**src/hw/rtl/ehp_pkg.sv**
```systemverilog
// Shared types and constants for the Ethernet/IPv4/L4 header parser
`timescale 1ns / 1ps

package ehp_pkg;

    localparam int unsigned CntW   = 17;
    localparam int unsigned FlenW  = CntW + 1;
    localparam int unsigned QDepth = 2;
    localparam int unsigned QPtrW  = $clog2(QDepth);
    localparam int unsigned QCntW  = QPtrW + 1;

    localparam logic [CntW-1:0] COUNT_MAX  = '1;
    localparam logic [CntW-1:0] POS_VER    = 17'd14;
    localparam logic [CntW-1:0] POS_TOT_HI = 17'd16;
    localparam logic [CntW-1:0] POS_TOT_LO = 17'd17;
    localparam logic [CntW-1:0] POS_PROTO  = 17'd23;

    localparam logic [6:0]       ETH_LEN   = 7'd14;
    localparam logic [5:0]       IP_MIN    = 6'd20;
    localparam logic [5:0]       L4_SHORT  = 6'd8;
    localparam logic [FlenW-1:0] MIN_FRAME = 18'd34;
    localparam logic [3:0]       IP_V4     = 4'd4;

    localparam logic [7:0] PROT_ICMP = 8'd1;
    localparam logic [7:0] PROT_TCP  = 8'd6;
    localparam logic [7:0] PROT_UDP  = 8'd17;

    typedef enum logic [2:0] {
        ST_OK            = 3'd0,
        ST_SHORT_FRAME   = 3'd1,
        ST_NOT_V4        = 3'd2,
        ST_BAD_IHL       = 3'd3,
        ST_BAD_TOTAL     = 3'd4,
        ST_SHORT_L4      = 3'd5,
        ST_UNKNOWN_PROTO = 3'd6
    } t_status;

    typedef struct packed {
        logic [7:0]       ver_ihl;
        logic [15:0]      total;
        logic [7:0]       proto;
        logic [15:0]      src;
        logic [15:0]      dst;
        logic [7:0]       mtype;
        logic [7:0]       mcode;
        logic [3:0]       doff;
        logic [FlenW-1:0] flen;
    } t_frame_rec;

    typedef struct packed {
        logic full;
        logic not_empty;
    } t_q_stat;

endpackage

```
**src/hw/rtl/ehp_front.sv**
```systemverilog
// Front end: byte counter and header field capture, one record per frame
`timescale 1ns / 1ps

module ehp_front (
    input  logic                i_clk,
    input  logic                i_rst_n,
    input  logic                i_valid,
    input  logic [7:0]          i_data_byte,
    input  logic                i_last_byte,
    input  ehp_pkg::t_q_stat    i_q_stat,
    output logic                o_ready,
    output logic                o_push,
    output ehp_pkg::t_frame_rec o_rec
);

    logic [ehp_pkg::CntW-1:0] r_count, n_count;
    logic [7:0]  r_ver_ihl, n_ver_ihl;
    logic [15:0] r_total, n_total;
    logic [7:0]  r_proto, n_proto;
    logic [15:0] r_src, n_src;
    logic [15:0] r_dst, n_dst;
    logic [7:0]  r_type, n_type;
    logic [7:0]  r_code, n_code;
    logic [3:0]  r_doff, n_doff;
    logic [6:0]  w_t;
    logic        w_accept;

    assign o_ready  = !i_q_stat.full;
    assign w_accept = i_valid && o_ready;
    assign o_push   = w_accept && i_last_byte;
    assign w_t      = ehp_pkg::ETH_LEN + {1'b0, r_ver_ihl[3:0], 2'b00};

    always_comb begin
        n_ver_ihl = r_ver_ihl;
        n_total   = r_total;
        n_proto   = r_proto;
        n_src     = r_src;
        n_dst     = r_dst;
        n_type    = r_type;
        n_code    = r_code;
        n_doff    = r_doff;
        if (r_count == ehp_pkg::POS_VER) begin
            n_ver_ihl = i_data_byte;
        end
        if (r_count == ehp_pkg::POS_TOT_HI) begin
            n_total[15:8] = i_data_byte;
        end
        if (r_count == ehp_pkg::POS_TOT_LO) begin
            n_total[7:0] = i_data_byte;
        end
        if (r_count == ehp_pkg::POS_PROTO) begin
            n_proto = i_data_byte;
        end
        if (r_count > ehp_pkg::POS_VER) begin
            if (r_count == {10'd0, w_t}) begin
                n_src[15:8] = i_data_byte;
                n_type      = i_data_byte;
            end
            if (r_count == {10'd0, w_t + 7'd1}) begin
                n_src[7:0] = i_data_byte;
                n_code     = i_data_byte;
            end
            if (r_count == {10'd0, w_t + 7'd2}) begin
                n_dst[15:8] = i_data_byte;
            end
            if (r_count == {10'd0, w_t + 7'd3}) begin
                n_dst[7:0] = i_data_byte;
            end
            if (r_count == {10'd0, w_t + 7'd12}) begin
                n_doff = i_data_byte[7:4];
            end
        end
        n_count = (r_count != ehp_pkg::COUNT_MAX) ? r_count + 17'd1 : r_count;
    end

    always_comb begin
        o_rec.ver_ihl = n_ver_ihl;
        o_rec.total   = n_total;
        o_rec.proto   = n_proto;
        o_rec.src     = n_src;
        o_rec.dst     = n_dst;
        o_rec.mtype   = n_type;
        o_rec.mcode   = n_code;
        o_rec.doff    = n_doff;
        o_rec.flen    = {1'b0, r_count} + 18'd1;
    end

    always_ff @(posedge i_clk) begin
        if (!i_rst_n || o_push) begin
            r_count   <= '0;
            r_ver_ihl <= '0;
            r_total   <= '0;
            r_proto   <= '0;
            r_src     <= '0;
            r_dst     <= '0;
            r_type    <= '0;
            r_code    <= '0;
            r_doff    <= '0;
        end else if (w_accept) begin
            r_count   <= n_count;
            r_ver_ihl <= n_ver_ihl;
            r_total   <= n_total;
            r_proto   <= n_proto;
            r_src     <= n_src;
            r_dst     <= n_dst;
            r_type    <= n_type;
            r_code    <= n_code;
            r_doff    <= n_doff;
        end
    end

endmodule

```
**src/hw/rtl/ehp_fifo.sv**
```systemverilog
// Short record queue between front end and back end
`timescale 1ns / 1ps

module ehp_fifo (
    input  logic                i_clk,
    input  logic                i_rst_n,
    input  logic                i_push,
    input  ehp_pkg::t_frame_rec i_rec,
    input  logic                i_pop,
    output ehp_pkg::t_frame_rec o_head,
    output ehp_pkg::t_q_stat    o_stat
);

    ehp_pkg::t_frame_rec             r_mem [ehp_pkg::QDepth];
    logic [ehp_pkg::QPtrW-1:0]       r_wr_ptr;
    logic [ehp_pkg::QPtrW-1:0]       r_rd_ptr;
    logic [ehp_pkg::QCntW-1:0]       r_count;
    logic [ehp_pkg::QCntW-1:0]       n_count;

    assign o_head           = r_mem[r_rd_ptr];
    assign o_stat.full      = (r_count == ehp_pkg::QCntW'(ehp_pkg::QDepth));
    assign o_stat.not_empty = (r_count != '0);

    always_comb begin
        n_count = r_count;
        if (i_push && !i_pop) begin
            n_count = r_count + 1'b1;
        end else if (i_pop && !i_push) begin
            n_count = r_count - 1'b1;
        end
    end

    always_ff @(posedge i_clk) begin
        if (i_push) begin
            r_mem[r_wr_ptr] <= i_rec;
        end
    end

    always_ff @(posedge i_clk) begin
        if (!i_rst_n) begin
            r_wr_ptr <= '0;
            r_rd_ptr <= '0;
            r_count  <= '0;
        end else begin
            if (i_push) begin
                r_wr_ptr <= r_wr_ptr + 1'b1;
            end
            if (i_pop) begin
                r_rd_ptr <= r_rd_ptr + 1'b1;
            end
            r_count <= n_count;
        end
    end

endmodule

```
**src/hw/rtl/ehp_back.sv**
```systemverilog
// Back end: frame checks, result fields and output register
`timescale 1ns / 1ps

module ehp_back (
    input  logic                i_clk,
    input  logic                i_rst_n,
    input  ehp_pkg::t_q_stat    i_q_stat,
    input  ehp_pkg::t_frame_rec i_head,
    input  logic                i_ready,
    output logic                o_pop,
    output logic                o_valid,
    output logic [2:0]          o_status,
    output logic [7:0]          o_protocol,
    output logic [15:0]         o_source_port,
    output logic [15:0]         o_destination_port,
    output logic [7:0]          o_message_type,
    output logic [7:0]          o_message_code,
    output logic [7:0]          o_payload_offset,
    output logic [15:0]         o_payload_length
);

    logic [5:0]  w_ihl_b;
    logic [6:0]  w_t;
    logic [16:0] w_tot_end;
    logic [15:0] w_l4len;
    logic [5:0]  w_hdr;
    ehp_pkg::t_status w_st;

    logic              r_valid;
    ehp_pkg::t_status  r_status;
    logic [7:0]        r_protocol;
    logic [15:0]       r_src;
    logic [15:0]       r_dst;
    logic [7:0]        r_type;
    logic [7:0]        r_code;
    logic [7:0]        r_offset;
    logic [15:0]       r_length;

    assign o_pop = i_q_stat.not_empty && (!r_valid || i_ready);

    always_comb begin
        w_ihl_b   = {i_head.ver_ihl[3:0], 2'b00};
        w_t       = ehp_pkg::ETH_LEN + {1'b0, w_ihl_b};
        w_tot_end = 17'(ehp_pkg::ETH_LEN) + {1'b0, i_head.total};
        w_l4len   = i_head.total - {10'd0, w_ihl_b};
        w_hdr     = (i_head.proto == ehp_pkg::PROT_TCP) ? {i_head.doff, 2'b00}
                                                        : ehp_pkg::L4_SHORT;
        w_st      = ehp_pkg::ST_OK;
        if (i_head.flen < ehp_pkg::MIN_FRAME) begin
            w_st = ehp_pkg::ST_SHORT_FRAME;
        end else if (i_head.ver_ihl[7:4] != ehp_pkg::IP_V4) begin
            w_st = ehp_pkg::ST_NOT_V4;
        end else if (w_ihl_b < ehp_pkg::IP_MIN || i_head.flen < 18'(w_t)) begin
            w_st = ehp_pkg::ST_BAD_IHL;
        end else if (i_head.flen < 18'(w_tot_end) || i_head.total < 16'(w_ihl_b)) begin
            w_st = ehp_pkg::ST_BAD_TOTAL;
        end else if (i_head.proto == ehp_pkg::PROT_TCP) begin
            if (w_l4len < 16'(ehp_pkg::IP_MIN) || w_hdr < ehp_pkg::IP_MIN
                    || w_l4len < 16'(w_hdr)) begin
                w_st = ehp_pkg::ST_SHORT_L4;
            end
        end else if (i_head.proto == ehp_pkg::PROT_UDP
                || i_head.proto == ehp_pkg::PROT_ICMP) begin
            if (w_l4len < 16'(ehp_pkg::L4_SHORT)) begin
                w_st = ehp_pkg::ST_SHORT_L4;
            end
        end else begin
            w_st = ehp_pkg::ST_UNKNOWN_PROTO;
        end
    end

    always_ff @(posedge i_clk) begin
        if (!i_rst_n) begin
            r_valid <= 1'b0;
        end else if (o_pop) begin
            r_valid <= 1'b1;
        end else if (i_ready) begin
            r_valid <= 1'b0;
        end
    end

    always_ff @(posedge i_clk) begin
        if (o_pop) begin
            r_status   <= w_st;
            r_protocol <= '0;
            r_src      <= '0;
            r_dst      <= '0;
            r_type     <= '0;
            r_code     <= '0;
            r_offset   <= '0;
            r_length   <= '0;
            if (w_st == ehp_pkg::ST_OK) begin
                r_protocol <= i_head.proto;
                if (i_head.proto == ehp_pkg::PROT_ICMP) begin
                    r_type <= i_head.mtype;
                    r_code <= i_head.mcode;
                end else begin
                    r_src <= i_head.src;
                    r_dst <= i_head.dst;
                end
                r_offset <= 8'(w_t) + 8'(w_hdr);
                r_length <= w_l4len - 16'(w_hdr);
            end
        end
    end

    assign o_valid            = r_valid;
    assign o_status           = r_status;
    assign o_protocol         = r_protocol;
    assign o_source_port      = r_src;
    assign o_destination_port = r_dst;
    assign o_message_type     = r_type;
    assign o_message_code     = r_code;
    assign o_payload_offset   = r_offset;
    assign o_payload_length   = r_length;

endmodule

```
**src/hw/rtl/eth_ipv4_l4_header_parser_top.sv**
```systemverilog
// Top level of the Ethernet/IPv4/L4 header parser
// Throughput: one byte beat per cycle while o_ready is high; a frame may be one byte.
// o_valid is registered: a frame's record passes the queue, then the output register.
// o_ready drops only while the two-entry record queue is full (output stalled).
// Reset: synchronous, active low; clears byte count, captured fields, queue
// and output valid.
`timescale 1ns / 1ps

module eth_ipv4_l4_header_parser_top (
    input  logic        i_clk,
    input  logic        i_rst_n,
    input  logic        i_valid,
    output logic        o_ready,
    input  logic [7:0]  i_data_byte,
    input  logic        i_last_byte,
    output logic        o_valid,
    input  logic        i_ready,
    output logic [2:0]  o_status,
    output logic [7:0]  o_protocol,
    output logic [15:0] o_source_port,
    output logic [15:0] o_destination_port,
    output logic [7:0]  o_message_type,
    output logic [7:0]  o_message_code,
    output logic [7:0]  o_payload_offset,
    output logic [15:0] o_payload_length
);

    ehp_pkg::t_q_stat    w_q_stat;
    ehp_pkg::t_frame_rec w_push_rec;
    ehp_pkg::t_frame_rec w_head;
    logic                w_push;
    logic                w_pop;

    ehp_front u_front (
        .i_clk       (i_clk),
        .i_rst_n     (i_rst_n),
        .i_valid     (i_valid),
        .i_data_byte (i_data_byte),
        .i_last_byte (i_last_byte),
        .i_q_stat    (w_q_stat),
        .o_ready     (o_ready),
        .o_push      (w_push),
        .o_rec       (w_push_rec)
    );

    ehp_fifo u_fifo (
        .i_clk   (i_clk),
        .i_rst_n (i_rst_n),
        .i_push  (w_push),
        .i_rec   (w_push_rec),
        .i_pop   (w_pop),
        .o_head  (w_head),
        .o_stat  (w_q_stat)
    );

    ehp_back u_back (
        .i_clk              (i_clk),
        .i_rst_n            (i_rst_n),
        .i_q_stat           (w_q_stat),
        .i_head             (w_head),
        .i_ready            (i_ready),
        .o_pop              (w_pop),
        .o_valid            (o_valid),
        .o_status           (o_status),
        .o_protocol         (o_protocol),
        .o_source_port      (o_source_port),
        .o_destination_port (o_destination_port),
        .o_message_type     (o_message_type),
        .o_message_code     (o_message_code),
        .o_payload_offset   (o_payload_offset),
        .o_payload_length   (o_payload_length)
    );

endmodule

```
**config.mk**
```make
export PLATFORM = sky130hd
export DESIGN_NAME = eth_ipv4_l4_header_parser_top
export DESIGN_NICKNAME = d
export VERILOG_FILES = /design/src/hw/rtl/ehp_pkg.sv /design/src/hw/rtl/ehp_front.sv /design/src/hw/rtl/ehp_fifo.sv /design/src/hw/rtl/ehp_back.sv /design/src/hw/rtl/eth_ipv4_l4_header_parser_top.sv
export SDC_FILE = /design/constraint.sdc
export NUM_CORES = 1
export LEC_CHECK = 0
export BUFFER_PORTS_ARGS = -buffer_cell sky130_fd_sc_hd__buf_2
export CORE_MARGIN = 4
export CORE_UTILIZATION = 36
export DETAILED_ROUTE_END_ITERATION = 6
export GPL_ROUTABILITY_DRIVEN = 0
export PLACE_DENSITY = 0.63
export SYNTH_ARGS = -nofsm -noshare
export SYNTH_HDL_FRONTEND = slang
export SYNTH_SLANG_ARGS = --single-unit
```
**constraint.sdc**
```tcl
create_clock -name i_clk -period 6.7 [get_ports i_clk]
set_clock_uncertainty 0.1 [all_clocks]
set_input_delay 0.335 -clock i_clk [delete_from_list [all_inputs] [get_ports i_clk]]
set_output_delay 0.335 -clock i_clk [all_outputs]
set_load 0.03 [all_outputs]
```
==> qor.json, run 1 <==
{
  "globalRoute.totalOverflow": {"value": 0},
  "layout.cells.most_common": {"value": "sky130_fd_sc_hd__edfxtp_1"},
  "floorplan.initialDensity": {"value": 36.5, "unit": "%"},
  "cp_cell_sequence": {"value": "buf_4 -> mux2i_1 -> inv_1 -> ha_1 -> fa_1 -> xor2_1 -> inv_1 -> ha_1 -> nor2b_1 -> o21ai_0 -> nand2_1 -> o211ai_1 -> o21ai_0 -> and2_1 -> o21ai_4 -> buf_12 -> nor3_1"},
  "holdPathStages": {"value": 3},
  "static-leakage-power": {"value": 7.22, "unit": "nW"},
  "global_routing_met2_resource_utilization": {"value": 24.6, "unit": "%"},
  "final-max-slew-violation-count": {"value": 0},
  "number_of_filler_cells_placed_in_the_layout": {"value": 4546},
  "fin_nets": {"value": 1590},
  "layout.core_utilization": {"value": 41.5, "unit": "%"},
  "wirelength": {"value": 39.9, "unit": "mm"},
  "drtIter0Drc": {"value": 721},
  "cp-start-kind": {"value": "register"},
  "number_of_enable_flip_flop_cells_after_synthesis": {"value": 286},
  "postSynthAreaPerCell": {"value": 12.3, "unit": "sq um"},
  "critical_path_peak_fanout": {"value": 62},
  "path_delay_family": {"value": "adder cells"},
  "cts_buffer_depth": {"value": 3},
  "multi_input_comb_area": {"value": 6710, "unit": "sq um"},
  "number_of_placement_rows": {"value": 81},
  "clock_tree.root_cell": {"value": "sky130_fd_sc_hd__clkbuf_16"},
  "synthDistinctLibCells": {"value": 73},
  "setup_tns_final": {"value": 0, "unit": "ps"},
  "status": {"value": "finished, violations left"},
  "clock-sinks": {"value": 393},
  "slowest_stage": {"value": "sky130_fd_sc_hd__dfxtp_4"},
  "r2r.worst_path.cells": {"value": 17},
  "post_cts.repair.setup_buffers": {"value": 0},
  "yosys-top-cells-area": {"value": "sky130_fd_sc_hd__edfxtp_1, sky130_fd_sc_hd__dfxtp_1, sky130_fd_sc_hd__mux2_2"},
  "setup_viol_count_final": {"value": 0},
  "timing.fmax": {"value": 0.179, "unit": "GHz"},
  "numPlacedInstances": {"value": 2151},
  "cts.reportedPaths.clkPinSlew": {"value": 60, "unit": "ps"},
  "vdd_ir_drop_max": {"value": 0.000176, "unit": "V"},
  "routed_wire_length_per_instance": {"value": 17.9, "unit": "um"},
  "fp.coreArea": {"value": 49100, "unit": "sq um"},
  "hold-worst-slack": {"value": 125, "unit": "ps"},
  "first_global_vias": {"value": 11000},
  "final_min_period_over_clock_period": {"value": 83.5, "unit": "%"},
  "critPathArrivalTime": {"value": 5770, "unit": "ps"},
  "layout_overhead_on_the_synthesized_area": {"value": 13.7, "unit": "%"},
  "worst_skew_pair.late_latency": {"value": 550, "unit": "ps"},
  "post-route-cell-area": {"value": 20300, "unit": "sq um"},
  "route.antenna.remaining_nets": {"value": 0},
  "dpl-instance-area": {"value": 19000, "unit": "sq um"},
  "postSynthRegisterBits": {"value": 393},
  "timing_worst_setup_path_type": {"value": "register to register"},
  "router_iterations_before_antenna_repair": {"value": 7},
  "summed_instance_area_of_the_synthesized_netlist": {"value": 17900, "unit": "sq um"},
  "cts_max_level": {"value": 2},
  "worst_min_delay_path_class": {"value": "primary input to register"},
  "cp.required": {"value": 6880, "unit": "ps"},
  "seq_area_frac_synth": {"value": 60.0, "unit": "%"},
  "critical_path.endpoint_type": {"value": "register"},
  "layout_cells_sized_above_1": {"value": 19.4, "unit": "%"},
  "detail_route.vias_per_cell": {"value": 5.02},
  "portBuffers": {"value": 96},
  "grtUsageMet3": {"value": 2.37, "unit": "%"},
  "global_route.usage.total": {"value": 14.5, "unit": "%"},
  "wire_length_of_the_first_global_routing_pass": {"value": 61.7, "unit": "mm"},
  "finalCriticalPeriod": {"value": 5590, "unit": "ps"},
  "postSynthCellCount": {"value": 1452},
  "final-hold-violation-count": {"value": 0},
  "dieWidth": {"value": 231, "unit": "um"},
  "critPathBufInv": {"value": 4},
  "maxSlewHeadroom": {"value": 22.4, "unit": "%"},
  "clock_buffers_created_by_tritoncts": {"value": 41},
  "postSynth.asyncResetShare": {"value": 0, "unit": "%"},
  "pre_cts_slack": {"value": 1200, "unit": "ps"},
  "most-common-layout-cells": {"value": "sky130_fd_sc_hd__edfxtp_1, sky130_fd_sc_hd__nor2_1, sky130_fd_sc_hd__nand2_1"},
  "synthFlopType": {"value": "sky130_fd_sc_hd__edfxtp_1"},
  "cts_tree": {"value": "yes"},
  "area.sequential": {"value": 10700, "unit": "sq um"},
  "final_cells": {"value": 2228},
  "antenna_found_initial": {"value": 0},
  "warning_count_from_the_yosys_run": {"value": 0},
  "max_stage_delay": {"value": 800, "unit": "ps"},
  "num_vias": {"value": 11200},
  "finalPower": {"value": 7.69, "unit": "mW"},
  "num_io_pins": {"value": 98},
  "maxCapViolations": {"value": 0},
  "cp.depth": {"value": 17},
  "setup_repair_after_global_routing_missed_its_margin": {"value": "no"},
  "busiest_layer": {"value": "met2"},
  "synth_top_area_share": {"value": 48.0, "unit": "%"},
  "die_h": {"value": 231, "unit": "um"},
  "power_density": {"value": 378, "unit": "nW/um^2"},
  "max_slew.worst_pin.slew": {"value": 1160, "unit": "ps"},
  "grt.met1_usage": {"value": 19.4, "unit": "%"},
  "die_area": {"value": 53300, "unit": "sq um"},
  "antenna_cells_inserted": {"value": 0},
  "setup_ws": {"value": 1110, "unit": "ps"},
  "post-dp-hpwl": {"value": 26.0, "unit": "mm"},
  "synth_largest_area_cell": {"value": "sky130_fd_sc_hd__edfxtp_1"},
  "maximum_number_of_pins_on_one_net_before_global_route_repair": {"value": 102},
  "failing_checks": {"value": "DRC"},
  "route.detailed.drc": {"value": 4}
}
==> power by group <==
part	total [mW]	switching, mW	internal, mW	leakage, nW
registers	3.12	0.146	2.97	3.63
logic	2.32	1.56	0.768	2.94
clock network	2.25	0.950	1.30	0.655
==> kinds of logic after synthesis <==
| group | share of synthesized area, % |
|---|---|
| buffers and inverters | 2.84 |
| XOR/XNOR | 3.72 |
| adder cells (fa/ha/maj) | 3.34 |
| other | 0.0210 |
| AND/OR/NAND/NOR | 13.4 |
| flip-flops | 60.0 |
| AO/OA/AOI/OAI | 4.92 |
| multiplexers | 11.8 |
==> timing repair <==
action,CTS,global route
hold endpoints to repair,5,0
hold buffers,1,0
gates resized for setup,0,0
==> registers in the layout, indices dropped and copies added (netlist names), 4 cells and up, named ones only <==
register and count:
u_fifo.r_mem 204, u_back.o_payload_offset 7, u_back.o_message_type 8, u_front.r_doff 4, u_front.r_proto 8, u_back.o_message_code 8, u_back.o_source_port 16, u_back.o_destination_port 16
u_front.r_type 8, u_front.r_count 17, u_front.r_dst 16, u_back.o_payload_length 16, u_front.r_src 16, u_front.r_code 8, u_back.o_protocol 8, u_front.r_total 16
u_front.r_ver_ihl 8
==> Yosys cell counts (all sizes together), types with 10 or more instances <==
| cell type | count |
|---|---|
| xor2 | 33 |
| o21ai | 32 |
| dfxtp | 107 |
| nor4b | 12 |
| nand3 | 12 |
| a21oi | 62 |
| nor2b | 10 |
| buf | 33 |
| nor3 | 97 |
| nand2b | 13 |
| nor4 | 12 |
| and3 | 12 |
| nor2 | 151 |
| inv | 33 |
| xnor2 | 43 |
| mux2 | 103 |
| ha | 43 |
| mux2i | 95 |
| edfxtp | 286 |
| clkbuf | 45 |
| nand2 | 125 |
==> path summary, 6_finish.rpt <==
kind	slack, ps	from	to
worst min-delay path	120	i_ready	u_back.o_valid
worst max register to register	1110	register	u_back.o_destination_port[8]
worst min register to register	350	u_front.r_src[12]	u_front.r_src[12]
worst max-delay path	1110	register	u_back.o_destination_port[8]
==> worst min-delay path, delay by kind of cell <==
family | cells | cell delay [ps]
buffers and inverters | 1 | 80
AND/OR/NAND/NOR | 1 | 70
AO/OA/AOI/OAI | 1 | 240
==> cell type report <==
cell class | count | area share [%]
clock buffer | 62 | 5.93
inverter | 33 | 0.609
timing repair buffer | 110 | 2.95
multi-input combinational | 952 | 33.0
tap | 664 | 4.08
clock inverter | 14 | 0.664
sequential | 393 | 52.8
==> per-layer routing <==
metal  vias to the layer above  wire length, um
met2                       232            19300
li1                       5426                -
met5                         -                0
met3                        60             1830
met4                         0              798
met1                      5470            18000
No activity file was read; power rests on OpenSTA's default activity.
==> run 2, diff against run 1 <==
--- a/config.mk
+++ b/config.mk
@@ -5,6 +5,7 @@
 export SDC_FILE = /design/constraint.sdc
 export NUM_CORES = 1
 export LEC_CHECK = 0
+export ABC_AREA = 1
 export BUFFER_PORTS_ARGS = -buffer_cell sky130_fd_sc_hd__buf_2
 export CORE_MARGIN = 4
 export CORE_UTILIZATION = 36
==> constraint.sdc (replaced) <==
create_clock -name i_clk -period 5.8 [get_ports i_clk]
set_clock_uncertainty 0.1 [all_clocks]
set_input_delay 0.29 -clock i_clk [delete_from_list [all_inputs] [get_ports i_clk]]
set_output_delay 0.29 -clock i_clk [all_outputs]
set_load 0.03 [all_outputs]
==> run 2 against run 1 <==
Against the previous run: the flow now finishes without violations; fmax up 16%; via count up 11%; count of clock-buffer cells in the layout down 9; total power up 36%; hold slack worse by 69 ps; sequential share of layout area down 1.2 points; first-iteration DRC count up 36%; clock power up 19%; final area up 2.4%; register-to-register slack worse by 150 ps; non-clock buffer count up 4; routed wire length up 0.16%.
==> qor.json, run 2 <==
{
  "globalRoute.totalOverflow": {"value": 0},
  "maxCapViolations": {"value": 0},
  "first_global_vias": {"value": 11600},
  "finalCriticalPeriod": {"value": 4840, "unit": "ps"},
  "wire_length_of_the_first_global_routing_pass": {"value": 62.5, "unit": "mm"},
  "clock_buffers_created_by_tritoncts": {"value": 41},
  "critPathArrivalTime": {"value": 5060, "unit": "ps"},
  "number_of_placement_rows": {"value": 82},
  "setup_viol_count_final": {"value": 0},
  "wirelength": {"value": 40.0, "unit": "mm"},
  "synth_top_family_by_area": {"value": "simple AND/OR/NAND/NOR gates"},
  "final-hold-violation-count": {"value": 0},
  "cp-start-kind": {"value": "register"},
  "clock-sinks": {"value": 393},
  "vdd_ir_drop_max": {"value": 0.000232, "unit": "V"},
  "setup_repair_after_global_routing_missed_its_margin": {"value": "no"},
  "worst_min_delay_path_class": {"value": "primary input to register"},
  "post-route-cell-area": {"value": 20800, "unit": "sq um"},
  "number_of_enable_flip_flop_cells_after_synthesis": {"value": 286},
  "maxSlewHeadroom": {"value": 22.7, "unit": "%"},
  "ff2ff_setup_slack": {"value": 960, "unit": "ps"},
  "synth_common_cells": {"value": "sky130_fd_sc_hd__edfxtp_1, sky130_fd_sc_hd__inv_1, sky130_fd_sc_hd__nand2_1"},
  "flip_flop_count_of_the_largest_register_all_copies_and_words_added": {"value": 204},
  "num_vias": {"value": 12400},
  "drtIter0Drc": {"value": 983},
  "postSynthCellCount": {"value": 1803},
  "route.antenna.remaining_nets": {"value": 0},
  "dpl-instance-area": {"value": 19400, "unit": "sq um"},
  "static-leakage-power": {"value": 8.72, "unit": "nW"},
  "layout_cells_sized_above_1": {"value": 14.8, "unit": "%"},
  "number_of_filler_cells_placed_in_the_layout": {"value": 4797},
  "cts_max_level": {"value": 2},
  "count_leader_synth": {"value": "sky130_fd_sc_hd__edfxtp_1"},
  "synth_simple_gate_area_share": {"value": 16.0, "unit": "%"},
  "top_regs": {"value": "u_fifo.r_mem (204), u_front.r_count (17)"},
  "summed_instance_area_of_the_synthesized_netlist": {"value": 18300, "unit": "sq um"},
  "die_h": {"value": 234, "unit": "um"},
  "layout_overhead_on_the_synthesized_area": {"value": 13.7, "unit": "%"},
  "synth_mux_area_share": {"value": 2.84, "unit": "%"},
  "register_bank_with_the_most_flops": {"value": "u_fifo.r_mem"},
  "holdPathStages": {"value": 3},
  "final-max-slew-violation-count": {"value": 0},
  "setup_tns_final": {"value": 0, "unit": "ps"},
  "synthXorXnorAreaFrac": {"value": 2.68, "unit": "%"},
  "cts_tree": {"value": "yes"},
  "setup_ws": {"value": 963, "unit": "ps"},
  "cts.reportedPaths.clkPinSlew": {"value": 60, "unit": "ps"},
  "power_density": {"value": 502, "unit": "nW/um^2"},
  "critical_path_peak_fanout": {"value": 28},
  "postSynthRegisterBits": {"value": 393},
  "final_cells": {"value": 2598},
  "synth_fa_ha_area_share": {"value": 3.27, "unit": "%"},
  "warning_count_from_the_yosys_run": {"value": 0},
  "seq_area_frac_synth": {"value": 58.6, "unit": "%"},
  "dieWidth": {"value": 234, "unit": "um"},
  "die_area": {"value": 54600, "unit": "sq um"},
  "route.detailed.drc": {"value": 0},
  "post-dp-hpwl": {"value": 26.9, "unit": "mm"},
  "min_to": {"value": "u_front.r_dst[8]"},
  "maximum_number_of_pins_on_one_net_before_global_route_repair": {"value": 103},
  "cp.required": {"value": 6030, "unit": "ps"},
  "yosys-top-cells-area": {"value": "sky130_fd_sc_hd__edfxtp_1, sky130_fd_sc_hd__dfxtp_1, sky130_fd_sc_hd__inv_1"},
  "synth-compound-area-share": {"value": 8.99, "unit": "%"},
  "synthFlopType": {"value": "sky130_fd_sc_hd__edfxtp_1"},
  "post_cts.repair.setup_buffers": {"value": 0},
  "worst_skew_pair.late_latency": {"value": 590, "unit": "ps"},
  "synth_top_area_share": {"value": 46.9, "unit": "%"},
  "timing.fmax": {"value": 0.207, "unit": "GHz"},
  "routed_wire_length_per_instance": {"value": 15.4, "unit": "um"},
  "router_iterations_before_antenna_repair": {"value": 7},
  "synth_largest_area_cell": {"value": "sky130_fd_sc_hd__edfxtp_1"},
  "global_route.usage.total": {"value": 14.4, "unit": "%"},
  "r2r.worst_path.cells": {"value": 22},
  "floorplan.initialDensity": {"value": 36.4, "unit": "%"},
  "cts_buffer_depth": {"value": 3},
  "critical_path.endpoint_type": {"value": "register"},
  "status": {"value": "finished clean"},
  "pre_cts_slack": {"value": 969, "unit": "ps"},
  "final_min_period_over_clock_period": {"value": 83.4, "unit": "%"},
  "layout.cells.most_common": {"value": "sky130_fd_sc_hd__edfxtp_1"},
  "clock_tree.root_cell": {"value": "sky130_fd_sc_hd__clkbuf_16"},
  "timing_worst_setup_path_type": {"value": "register to register"},
  "max_slew.worst_pin.slew": {"value": 1160, "unit": "ps"},
  "postSynth.asyncResetShare": {"value": 0, "unit": "%"},
  "antenna_cells_inserted": {"value": 0},
  "fin_nets": {"value": 1952},
  "timing.rr.end": {"value": "u_back.o_source_port[15]"},
  "antenna_found_initial": {"value": 0},
  "synthDistinctLibCells": {"value": 59},
  "detail_route.vias_per_cell": {"value": 4.78},
  "num_io_pins": {"value": 98},
  "numPlacedInstances": {"value": 2520},
  "portBuffers": {"value": 96},
  "postSynthAreaPerCell": {"value": 10.2, "unit": "sq um"},
  "most-common-layout-cells": {"value": "sky130_fd_sc_hd__edfxtp_1, sky130_fd_sc_hd__inv_1, sky130_fd_sc_hd__nand2_1"},
  "min_from": {"value": "i_data_byte[0]"},
  "fp.coreArea": {"value": 50300, "unit": "sq um"}
}
run 2: kinds of logic after synthesis:
kind of cell | after synthesis
and+or+nand+nor | 607
DFF | 393
buffers and inverters | 333
AOI/OAI and AO/OA | 318
xor gates and xnor gates | 53
muxes | 52
adders and majority gates | 46
other | 1
run 2: final cells by class:
class	count	area [sq um]	share of cell area (%)
clock buffers	53	1140	5.48
clock inverters	23	240	1.15
inverters	262	987	4.74
multi-input cells	1081	6240	30.0
flip-flops and latches	393	10700	51.5
well taps	672	841	4.04
repair buffers	114	646	3.10
run 2: worst max-delay path by stage:
stage | to | slack [ps] | cells past startpoint
global placement | u_back.o_destination_port[2] | 1060 | 22
floorplan | u_fifo.r_mem[0][0] | -120 | 6
CTS | u_back.o_source_port[15] | 940 | 22
finish | u_back.o_source_port[15] | 960 | 22
detailed placement | u_back.o_destination_port[8] | 970 | 22
global route | u_back.o_source_port[15] | 590 | 22
run 2: timing repair:
action                    CTS  global route
hold endpoints to repair    5             0
hold buffers                2             0
resized for setup           0             0
run 2: critical path, stage by stage (launching register included):
cell and delay, ps:
sky130_fd_sc_hd__dfxtp_4 530, sky130_fd_sc_hd__inv_4 150, sky130_fd_sc_hd__or2_2 290, sky130_fd_sc_hd__o21ai_0 160, sky130_fd_sc_hd__inv_1 160, sky130_fd_sc_hd__ha_1 230
sky130_fd_sc_hd__fa_1 400, sky130_fd_sc_hd__xnor2_1 220, sky130_fd_sc_hd__ha_1 310, sky130_fd_sc_hd__nand2_1 100, sky130_fd_sc_hd__nor2_1 60, sky130_fd_sc_hd__a211oi_1 280
sky130_fd_sc_hd__inv_1 130, sky130_fd_sc_hd__and3_1 200, sky130_fd_sc_hd__nor2_1 80, sky130_fd_sc_hd__nand3_1 130, sky130_fd_sc_hd__a21oi_1 160, sky130_fd_sc_hd__nand2_1 80
sky130_fd_sc_hd__nand2_2 80, sky130_fd_sc_hd__nand2_4 80, sky130_fd_sc_hd__nand4_4 320, sky130_fd_sc_hd__buf_12 240, sky130_fd_sc_hd__nor2_1 60
run 2: metal layers:
| layer | vias to the layer above | global-route usage, % | share of wire [%] |
|---|---|---|---|
| met5 | - | 0 | 0 |
| met4 | 0 | 4.10 | 2.4 |
| met3 | 64 | 3.27 | 5.9 |
| met2 | 298 | 23.4 | 47 |
| met1 | 5894 | 19.5 | 44 |
| li1 | 6161 | - | - |
run 2: where the power goes:
group	internal [mW]	switching [mW]
logic	1.18	2.71
registers	3.69	0.212
clock network	1.55	1.12
total	6.42	4.04
run 2: stage by stage:
step	hold slack (ps)	total power, mW	utilization (%)
4_1_cts	42.2	10.5	41.4
6_report	55.6	10.5	41.4
5_1_grt	80.5	11.1	41.4
3_3_place_gp	339	7.73	38.7
2_1_floorplan	308	6.92	-
3_5_place_dp	345	7.84	38.7
